## src/design/tfb_pkg.sv

```systemverilog
package tfb_pkg;

  localparam int unsigned PaddrWidth = 4;
  localparam int unsigned PdataWidth = 32;

  localparam logic [1:0] RegHeadByte = 2'd0;
  localparam logic [1:0] RegSrcAddr  = 2'd1;
  localparam logic [1:0] RegDstAddr  = 2'd2;

  localparam logic [7:0] HeadByteReset = 8'hAB;

  localparam int unsigned CountWidth = 17;

  typedef struct packed {
    logic [7:0] head_byte;
    logic [7:0] src_addr;
    logic [7:0] dst_addr;
  } cfg_t;

  typedef struct packed {
    logic [7:0]  func_code;
    logic [15:0] payload_len;
    logic [7:0]  data_byte;
    logic        has_byte;
    logic        end_of_payload;
  } item_t;

  typedef struct packed {
    logic  vld;
    item_t item;
  } held_t;

endpackage

```

## src/design/tfb_cfg_regs.sv

```systemverilog
module tfb_cfg_regs (
  input  logic                               clk_i,
  input  logic                               rst_ni,
  input  logic                               psel,
  input  logic                               penable,
  input  logic                               pwrite,
  input  logic [tfb_pkg::PaddrWidth-1:0]     paddr,
  input  logic [tfb_pkg::PdataWidth-1:0]     pwdata,
  output logic [tfb_pkg::PdataWidth-1:0]     prdata,
  output logic                               pready,
  output tfb_pkg::cfg_t                      cfg_o
);

  tfb_pkg::cfg_t cfg_q;
  logic [1:0]    idx;
  logic          wr;

  assign idx    = paddr[3:2];
  assign wr     = psel & penable & pwrite;
  assign pready = 1'b1;
  assign cfg_o  = cfg_q;

  always_ff @(posedge clk_i or negedge rst_ni) begin
    if (!rst_ni) begin
      cfg_q.head_byte <= tfb_pkg::HeadByteReset;
      cfg_q.src_addr  <= 8'd0;
      cfg_q.dst_addr  <= 8'd0;
    end else if (wr) begin
      case (idx)
        tfb_pkg::RegHeadByte: cfg_q.head_byte <= pwdata[7:0];
        tfb_pkg::RegSrcAddr:  cfg_q.src_addr  <= pwdata[7:0];
        tfb_pkg::RegDstAddr:  cfg_q.dst_addr  <= pwdata[7:0];
        default: ;
      endcase
    end
  end

  always_comb begin
    prdata = '0;
    case (idx)
      tfb_pkg::RegHeadByte: prdata[7:0] = cfg_q.head_byte;
      tfb_pkg::RegSrcAddr:  prdata[7:0] = cfg_q.src_addr;
      tfb_pkg::RegDstAddr:  prdata[7:0] = cfg_q.dst_addr;
      default:              prdata = '0;
    endcase
  end

endmodule

```

## src/design/tfb_in_reg.sv

```systemverilog
module tfb_in_reg (
  input  logic           clk_i,
  input  logic           rst_ni,
  input  logic           in_valid_i,
  output logic           in_stall_o,
  input  tfb_pkg::item_t item_i,
  input  logic           done_i,
  output tfb_pkg::held_t held_o
);

  logic           vld_q;
  tfb_pkg::item_t item_q;
  logic           take;

  // slot frees up in the same cycle the held item finishes
  assign in_stall_o = vld_q & ~done_i;
  assign take       = in_valid_i & ~in_stall_o;

  always_ff @(posedge clk_i or negedge rst_ni) begin
    if (!rst_ni) begin
      vld_q <= 1'b0;
    end else if (take) begin
      vld_q <= 1'b1;
    end else if (done_i) begin
      vld_q <= 1'b0;
    end
  end

  always_ff @(posedge clk_i) begin
    if (take) begin
      item_q <= item_i;
    end
  end

  assign held_o.vld  = vld_q;
  assign held_o.item = item_q;

endmodule

```

## src/design/tfb_framer.sv

```systemverilog
module tfb_framer (
  input  logic           clk_i,
  input  logic           rst_ni,
  input  tfb_pkg::cfg_t  cfg_i,
  input  tfb_pkg::held_t held_i,
  output logic           done_o,
  output logic           out_valid_o,
  input  logic           out_stall_i,
  output logic [7:0]     out_byte_o,
  output logic           frame_end_o,
  output logic           length_error_o
);

  typedef enum logic [3:0] {
    S_START,
    S_HDR0,
    S_HDR1,
    S_HDR2,
    S_HDR3,
    S_HDR4,
    S_HDR5,
    S_DATA,
    S_SUM,
    S_ADD,
    S_NONE
  } slot_e;

  slot_e                            slot_q, slot_d, cur, nxt;
  logic                             in_frame_q, in_frame_d;
  logic [7:0]                       sum_q, sum_d, add_q, add_d;
  logic [tfb_pkg::CountWidth-1:0]   seen_q, seen_d;
  logic [15:0]                      decl_q, decl_d;
  logic                             out_vld_q, out_vld_d;
  logic [7:0]                       byte_q, byte_d;
  logic                             end_q, end_d, err_q, err_d;
  logic                             load, emit, checked;
  logic [7:0]                       b, sum_base, add_base;
  tfb_pkg::item_t                   it;

  assign it   = held_i.item;
  assign load = ~out_vld_q | ~out_stall_i;

  always_comb begin
    cur = slot_q;
    if (slot_q == S_START) begin
      if (!in_frame_q)             cur = S_HDR0;
      else if (it.has_byte)        cur = S_DATA;
      else if (it.end_of_payload)  cur = S_SUM;
      else                         cur = S_NONE;
    end
  end

  always_comb begin
    case (cur)
      S_HDR0: nxt = S_HDR1;
      S_HDR1: nxt = S_HDR2;
      S_HDR2: nxt = S_HDR3;
      S_HDR3: nxt = S_HDR4;
      S_HDR4: nxt = S_HDR5;
      S_HDR5: nxt = it.has_byte ? S_DATA : (it.end_of_payload ? S_SUM : S_NONE);
      S_DATA: nxt = it.end_of_payload ? S_SUM : S_NONE;
      S_SUM:  nxt = S_ADD;
      default: nxt = S_NONE;
    endcase
  end

  assign emit   = held_i.vld & (cur != S_NONE) & load;
  assign done_o = held_i.vld & ((cur == S_NONE) | (emit & (nxt == S_NONE)));

  always_comb begin
    checked = 1'b1;
    case (cur)
      S_HDR0: b = cfg_i.head_byte;
      S_HDR1: b = cfg_i.src_addr;
      S_HDR2: b = cfg_i.dst_addr;
      S_HDR3: b = it.func_code;
      S_HDR4: b = it.payload_len[7:0];
      S_HDR5: b = it.payload_len[15:8];
      S_DATA: b = it.data_byte;
      S_SUM: begin
        b       = sum_q;
        checked = 1'b0;
      end
      S_ADD: begin
        b       = add_q;
        checked = 1'b0;
      end
      default: begin
        b       = 8'd0;
        checked = 1'b0;
      end
    endcase
  end

  assign sum_base = (cur == S_HDR0) ? 8'd0 : sum_q;
  assign add_base = (cur == S_HDR0) ? 8'd0 : add_q;

  always_comb begin
    slot_d     = slot_q;
    in_frame_d = in_frame_q;
    sum_d      = sum_q;
    add_d      = add_q;
    seen_d     = seen_q;
    decl_d     = decl_q;
    out_vld_d  = out_vld_q & out_stall_i;
    byte_d     = byte_q;
    end_d      = end_q;
    err_d      = err_q;

    if (emit) begin
      out_vld_d = 1'b1;
      byte_d    = b;
      end_d     = (cur == S_ADD);
      err_d     = (cur == S_ADD) && (seen_q != {1'b0, decl_q});
      slot_d    = nxt;
      if (checked) begin
        sum_d = sum_base + b;
        add_d = add_base + sum_d;
      end
      if (cur == S_HDR0) begin
        in_frame_d = 1'b1;
        seen_d     = '0;
        decl_d     = it.payload_len;
      end
      if ((cur == S_DATA) && (seen_q != '1)) begin
        seen_d = seen_q + 1'b1;
      end
      if (cur == S_ADD) begin
        in_frame_d = 1'b0;
        sum_d      = 8'd0;
        add_d      = 8'd0;
        seen_d     = '0;
        decl_d     = 16'd0;
      end
    end

    if (done_o) begin
      slot_d = S_START;
    end
  end

  always_ff @(posedge clk_i or negedge rst_ni) begin
    if (!rst_ni) begin
      slot_q     <= S_START;
      in_frame_q <= 1'b0;
      sum_q      <= 8'd0;
      add_q      <= 8'd0;
      seen_q     <= '0;
      decl_q     <= 16'd0;
      out_vld_q  <= 1'b0;
    end else begin
      slot_q     <= slot_d;
      in_frame_q <= in_frame_d;
      sum_q      <= sum_d;
      add_q      <= add_d;
      seen_q     <= seen_d;
      decl_q     <= decl_d;
      out_vld_q  <= out_vld_d;
    end
  end

  always_ff @(posedge clk_i) begin
    byte_q <= byte_d;
    end_q  <= end_d;
    err_q  <= err_d;
  end

  assign out_valid_o    = out_vld_q;
  assign out_byte_o     = byte_q;
  assign frame_end_o    = end_q;
  assign length_error_o = err_q;

endmodule

```

## src/design/telemetry_frame_builder_dual_checksum.sv

```systemverilog
// channel  | direction | handshake                | payload
// in       | input     | in_valid_i / in_stall_o  | func_code, payload_len, data_byte,
//          |           |                          | has_byte, end_of_payload
// out      | output    | out_valid_o / out_stall_i| out_byte, frame_end, length_error
// cfg      | input     | APB psel/penable/pready  | head_byte, src_addr, dst_addr
//
// One result byte leaves per cycle while out_stall_i is low; an item causes up to three
// result bytes mid-frame, six to nine when it opens a frame.
// The byte sequencer walks the held item's slots into a single output register.
// Input is stalled while the held item still has bytes left to emit.
// rst_ni clears frame state, checks and valids; head_byte resets to 0xAB.
module telemetry_frame_builder_dual_checksum (
  input  logic                           clk_i,
  input  logic                           rst_ni,
  input  logic                           psel,
  input  logic                           penable,
  input  logic                           pwrite,
  input  logic [tfb_pkg::PaddrWidth-1:0] paddr,
  input  logic [tfb_pkg::PdataWidth-1:0] pwdata,
  output logic [tfb_pkg::PdataWidth-1:0] prdata,
  output logic                           pready,
  input  logic                           in_valid_i,
  output logic                           in_stall_o,
  input  logic [7:0]                     func_code_i,
  input  logic [15:0]                    payload_len_i,
  input  logic [7:0]                     data_byte_i,
  input  logic                           has_byte_i,
  input  logic                           end_of_payload_i,
  output logic                           out_valid_o,
  input  logic                           out_stall_i,
  output logic [7:0]                     out_byte_o,
  output logic                           frame_end_o,
  output logic                           length_error_o
);

  tfb_pkg::cfg_t  cfg;
  tfb_pkg::item_t item;
  tfb_pkg::held_t held;
  logic           done;

  assign item.func_code      = func_code_i;
  assign item.payload_len    = payload_len_i;
  assign item.data_byte      = data_byte_i;
  assign item.has_byte       = has_byte_i;
  assign item.end_of_payload = end_of_payload_i;

  tfb_cfg_regs u_cfg (
    .clk_i   (clk_i),
    .rst_ni  (rst_ni),
    .psel    (psel),
    .penable (penable),
    .pwrite  (pwrite),
    .paddr   (paddr),
    .pwdata  (pwdata),
    .prdata  (prdata),
    .pready  (pready),
    .cfg_o   (cfg)
  );

  tfb_in_reg u_in (
    .clk_i      (clk_i),
    .rst_ni     (rst_ni),
    .in_valid_i (in_valid_i),
    .in_stall_o (in_stall_o),
    .item_i     (item),
    .done_i     (done),
    .held_o     (held)
  );

  tfb_framer u_framer (
    .clk_i          (clk_i),
    .rst_ni         (rst_ni),
    .cfg_i          (cfg),
    .held_i         (held),
    .done_o         (done),
    .out_valid_o    (out_valid_o),
    .out_stall_i    (out_stall_i),
    .out_byte_o     (out_byte_o),
    .frame_end_o    (frame_end_o),
    .length_error_o (length_error_o)
  );

endmodule

```

## config.mk

```make
export PLATFORM = sky130hd
export DESIGN_NAME = telemetry_frame_builder_dual_checksum
export DESIGN_NICKNAME = d
export VERILOG_FILES = /design/src/design/tfb_pkg.sv /design/src/design/tfb_cfg_regs.sv /design/src/design/tfb_in_reg.sv /design/src/design/tfb_framer.sv /design/src/design/telemetry_frame_builder_dual_checksum.sv
export SDC_FILE = /design/constraint.sdc
export NUM_CORES = 1
export LEC_CHECK = 0
export BUFFER_PORTS_ARGS = -buffer_cell sky130_fd_sc_hd__clkbuf_2
export CAP_MARGIN = 5
export CORE_ASPECT_RATIO = 0.6
export CORE_UTILIZATION = 42
export CTS_CLUSTER_DIAMETER = 150
export CTS_CLUSTER_SIZE = 14
export DETAILED_ROUTE_END_ITERATION = 6
export HOLD_SLACK_MARGIN = 0.12
export PLACE_DENSITY = 0.65
export SLEW_MARGIN = 20
export SYNTH_ARGS = -nofsm -noshare
export SYNTH_HDL_FRONTEND = slang
export SYNTH_HIERARCHICAL = 1
export SYNTH_SLANG_ARGS = --single-unit
```

## constraint.sdc

```tcl
create_clock -name clk_i -period 9.6 [get_ports clk_i]
set_clock_uncertainty 0.05 [all_clocks]
set_input_delay 1.92 -clock clk_i [delete_from_list [all_inputs] [get_ports clk_i]]
set_output_delay 1.92 -clock clk_i [all_outputs]
set_load 0.005 [all_outputs]
```

Word-level counts from Yosys, hierarchy flattened

Cells that the tools add are included.

Register bits: 124
Word-level logic and storage cells: 95
Input port bits: 77

Equality and inequality tests: 16
Multiplexer cells: 26
Add/subtract/negate cells: 3
Bitwise logic cells: 15
Reduce and logical (&&, ||, !) cells: 16

Operators by type and width:

| operator                                                        | count |
|---|---|
| 8-bit one-hot mux with 9 select lines                           | 1 |
| 17-bit 2-to-1 mux                                               | 3 |
| 8-bit 2-to-1 mux                                                | 6 |
| 16-bit 2-to-1 mux                                               | 2 |
| 4-bit one-hot mux with 8 select lines                           | 1 |
| 8-bit one-hot mux with 3 select lines                           | 1 |
| 4-bit 2-to-1 mux                                                | 5 |
| 17-bit by 1-bit adder with 17-bit output, second input constant | 1 |
| 17-bit by 16-bit != test with 1-bit output                      | 1 |
| 17-bit != test, second input constant                           | 1 |
| 8-bit adder                                                     | 2 |
| 4-bit by 3-bit == test with 1-bit output, second input constant | 4 |
| 4-bit == test, second input constant                            | 4 |
| 2-bit AND reduction                                             | 6 |
| 1-bit bitwise AND                                               | 9 |
| 4-bit by 2-bit == test with 1-bit output, second input constant | 2 |
| 2-bit nonzero test                                              | 4 |
| 7-bit OR reduction                                              | 1 |
| 1-bit 2-to-1 mux                                                | 6 |
| 4-bit by 1-bit == test with 1-bit output, second input constant | 1 |
| 4-bit zero test                                                 | 1 |
| 4-bit != test, second input constant                            | 1 |
| 1-bit NOT                                                       | 4 |
| 3-bit nonzero test                                              | 1 |
| other kinds (6)                                                 | 8 |

Logic depth before layout (Yosys ltp)

Depth after elaboration: 15
Gate-level depth with buffers: 21
Mapped depth without buffers: 19

Modules after synthesis

The synthesis kept the hierarchy.

Modules (own cells, without submodules):

| module       | area an instance (um2) | cells each | times used |
|---|---|---|---|
| tfb_framer   | 4495.6                 | 463        | 1 |
| tfb_cfg_regs | 1340.0                 | 108        | 1 |
| tfb_in_reg   | 1086.0                 | 40         | 1 |

Least setup slack after synthesis

Ideal clock, no wire load.

Path type: input to output
Start: input out_stall_i
End: output in_stall_o
Path buffers: 0
Slack: 4.830 ns
Stages on the path: 7
Data required time: 7.630 ns
Data arrival time: 2.800 ns
Cells stage by stage: nand2_1 o311a_1 nand2_1 o31ai_1 and2_1 nand2b_4 inv_1

Cells in the longest elaborated chain, start to end: 8

RTL lines:

| item               | line                                        | source |
|---|---|---|
| start: declaration | telemetry_frame_builder_dual_checksum.sv:30 | `input logic out_stall_i,` |
| 1-bit NOT          | tfb_framer.sv:41                            | `assign load = ~out_vld_q \| ~out_stall_i;` |
| 1-bit OR           | tfb_framer.sv:41                            |  |
| 1-bit bitwise AND  | tfb_framer.sv:67                            | `assign emit = held_i.vld & (cur != S_NONE) & load;` |
| 1-bit bitwise AND  | tfb_framer.sv:68                            | `assign done_o = held_i.vld & ((cur == S_NONE) \| (emit & (nxt == S_NONE)));` |
| 1-bit OR           | tfb_framer.sv:68                            |  |
| 1-bit bitwise AND  | tfb_framer.sv:68                            |  |
| via done           | telemetry_frame_builder_dual_checksum.sv:39 | `logic done;` |
| 1-bit NOT          | tfb_in_reg.sv:16                            | `assign in_stall_o = vld_q & ~done_i;` |
| 1-bit bitwise AND  | tfb_in_reg.sv:16                            |  |
| end: declaration   | telemetry_frame_builder_dual_checksum.sv:23 | `output logic in_stall_o,` |

The timed path passes the listed nets, and every way through them passes these cells.

Worst setup path in the final report

Ends and elaborated chain as after synthesis.

==> metrics <==
crit-path cells clkbuf_2 > nand2_1 > o311a_1 > nand2_1 > o31ai_1 > and2_1 > nand2b_4 > inv_1 > clkbuf_2; Synth Flop Type dfrtp_1; drt pass-1 iters 5; initial antenna violation count 0; die height 101.4 um; Hold Path Class reg2reg; final setup margin 4.197 ns; Psw 1.178 mW; crit share post-route 56.28%; vias in the first global route 4937; clock-pin slew on the worst setup and hold paths 0.06 ns; TritonCTS clock tree yes; Yosys warnings 6; Switching Share 41.21%; TritonCTS buffer count 17; Antenna diodes 0; Core Footprint 15720 um2; CTS Sinks 124; CP peak stage delay 0.33 ns; via count 5081; buffer type at the clock tree root clkbuf_16; Std-Cell Rows 35; Total Wirelength 17.73 mm; maximum clock path buffer count 2; Internal 1.680 mW; Setup TNS Final 0 ns; die area 17010 um2; largest area contributor in the netlist dfrtp_1; Crit Path Max Fanout 12; Worst-Margin Slew 1.070 ns; first-pass GRT wire length 28.07 mm; Die W 167.7 um; Seq pwr share 32.3%; Hold Violations, Final 0; drt wl/cell 19.94 um; #FFs+latches synth 124; # resized after CTS 0; Pwr Density 365.9 nW/um2; critical path launch point type primary input; Final Max Tran Viols 0; I/O Pins 122; Arr. time, crit path 3.43 ns; Multi-input gate area 3227 um2; Worst path top cell family by delay simple AND/OR/NAND/NOR gates; Hold-fix buffers, CTS 0; mean post-synth cell area 11.33 um2; worst skew pair latency 0.41 ns; Max-Slew Margin vs Limit 28.64%; share of flip-flops with an asynchronous set or reset 64.52%; Synth cell types 79; hold_ws 0.4529 ns; clock group share of total power 21.0%; layout net count 768; fmax 185.1 MHz; Post-Syn Area 6922 um2; Fill cells 1410; main area contributors after synthesis dfrtp_1, edfxtp_1, mux2_2, mux2i_1, a22o_1; min cycle time layout 5.403 ns; gate count after technology mapping 611; drt drc 0; endpoints failing setup 0; final RePlAce weighted congestion 0.8708; Post-DRT Antenna Nets 0; Critical Path RT 7.63 ns; post-detail-place hpwl 12.92 mm; largest net degree at the start of global routing 66; Max VDD drop 0.0001650 V; total of max-cap violations 0; fraction of layout cells with a size suffix above 1 23.62%; most frequent cells in the layout dfrtp_1, clkbuf_2, nand2_1; Initial Utilization 44.03%; post-synth top area share 27.11%; Tot GR Track Use 22.07%; H-tree levels 4; area delta synth->final 12.87%; Remaining Overflow, GRT 0; Worst Path Buf+Inv 3; FF+latch area 3329 um2; Combinational Power Share 46.6%; Pleak 3.422 nW; pre-CTS setup slack 4.191 ns; register area share after synthesis 48.10%; critical path class in2out; vias per cell 5.715; Post-CTS Setup Inserts 0; status completed; drt first-iter violations 473; IO Port Bufs 70; slowest cell on the critical path nand2_1; Post-synth EDFFs 44; RSZ-0062 raised after global routing no; most common cell after layout, fill and taps aside dfrtp_1; CP endpoint kind primary output
## area by class of cell
type                    count  area share (%)
clock buffers              21           6.182
clock inverters            11           1.073
inverters                  14          0.6726
flip-flops and latches    124           42.62
multi-input cells         442           41.30
well taps                 203           3.251
repair buffers             74           4.901
## worst register-to-register path, cell delays in order, from the launching register on
cell      delay (ns)
dfrtp_1         1.05
mux2_2          0.44
a22oi_1         0.26
nor2_1          0.07
a211oi_1        0.22
o21ai_0         0.21
ha_1            0.32
fa_1            0.43
a21o_1          0.19
a21oi_1         0.26
o21bai_1        0.13
a21oi_1         0.19
xnor2_1         0.11
ha_1            0.25
o41ai_1         0.51
xnor3_1         0.30
mux2i_1         0.13
## stage by stage
step | total power [mW] | cell area [um2] | instances | util (%)
6_report | 2.858 | 7812 | 889 | 49.69
5_1_grt | 3.058 | 7812 | 889 | 49.69
4_1_cts | 2.853 | 7812 | 889 | 49.69
3_5_place_dp | 2.236 | 7246 | 857 | 46.09
3_3_place_gp | 2.176 | 7246 | 857 | 46.09
2_1_floorplan | 1.906 | 7008 | 634 | -
## sequential cells by signal, summed over array words and instances, names as in the netlist
register	cells
u_framer/frame_end_o	1
u_framer/in_frame_q	1
u_in/vld_q	1
u_framer/out_valid_o	1
u_in/held_o	34
u_framer/add_q	8
u_cfg/cfg_o	24
u_framer/out_byte_o	8
u_framer/slot_q	4
u_framer/decl_q	16
u_framer/seen_q	17
u_framer/length_error_o	1
u_framer/sum_q	8
## layer usage
layer / track usage, % / vias up / wire [um]
li1: - / 2330 / -
met1: 33.60 / 2511 / 8846
met2: 31.38 / 230 / 7219
met3: 5.744 / 10 / 1575
met4: 4.234 / 0 / 87
met5: 0 / - / 0
## power by group through the flow
stage | clock network, mW | registers, mW | logic, mW
floorplan | 0 | 0.839 | 1.07
global placement | 0 | 0.920 | 1.26
detailed placement | 0 | 0.928 | 1.31
CTS | 0.614 | 0.921 | 1.32
global route | 0.640 | 0.945 | 1.47
finish | 0.602 | 0.923 | 1.33
## cell families after synthesis
family,Yosys count,synth area share [%]
buffers and inverters,68,6.526
adder cells (fa/ha/maj),18,3.471
flip-flops,124,48.10
AO/OA/AOI/OAI,138,14.84
XOR/XNOR,29,3.868
other,2,0.1085
AND/OR/NAND/NOR,173,13.52
multiplexers,59,9.563
## synthesized netlist by cell type (all sizes together) (4+ instances only)
cell and instances:
a211oi 9, a21o 6, a21oi 12, a22o 27, a22oi 9, and2 21, and3 6, buf 38
clkbuf 16, dfrtp 75, dfstp 5, edfxtp 44, ha 16, inv 14, mux2 33, mux2i 26
nand2 51, nand3 16, nand3b 4, nand4 8, nor2 32, nor2b 6, nor3 11, nor4 4
o21ai 35, o41ai 7, xnor2 20, xor2 8
## worst paths after layout
kind	from	to	slack [ns]	cells after the start
min in group asynchronous	rst_ni	u_framer/sum_q[6]	1.33	1
min	u_in/held_o[16]	u_framer/decl_q[6]	0.45	1
min reg2reg	u_in/held_o[16]	u_framer/decl_q[6]	0.45	1
max	out_stall_i	in_stall_o	4.20	9
max in group asynchronous	rst_ni	u_cfg/cfg_o[0]	7.06	2
max reg2reg	u_framer/slot_q[0]	u_framer/add_q[7]	4.36	16
Power figures use the tool's default switching activity.
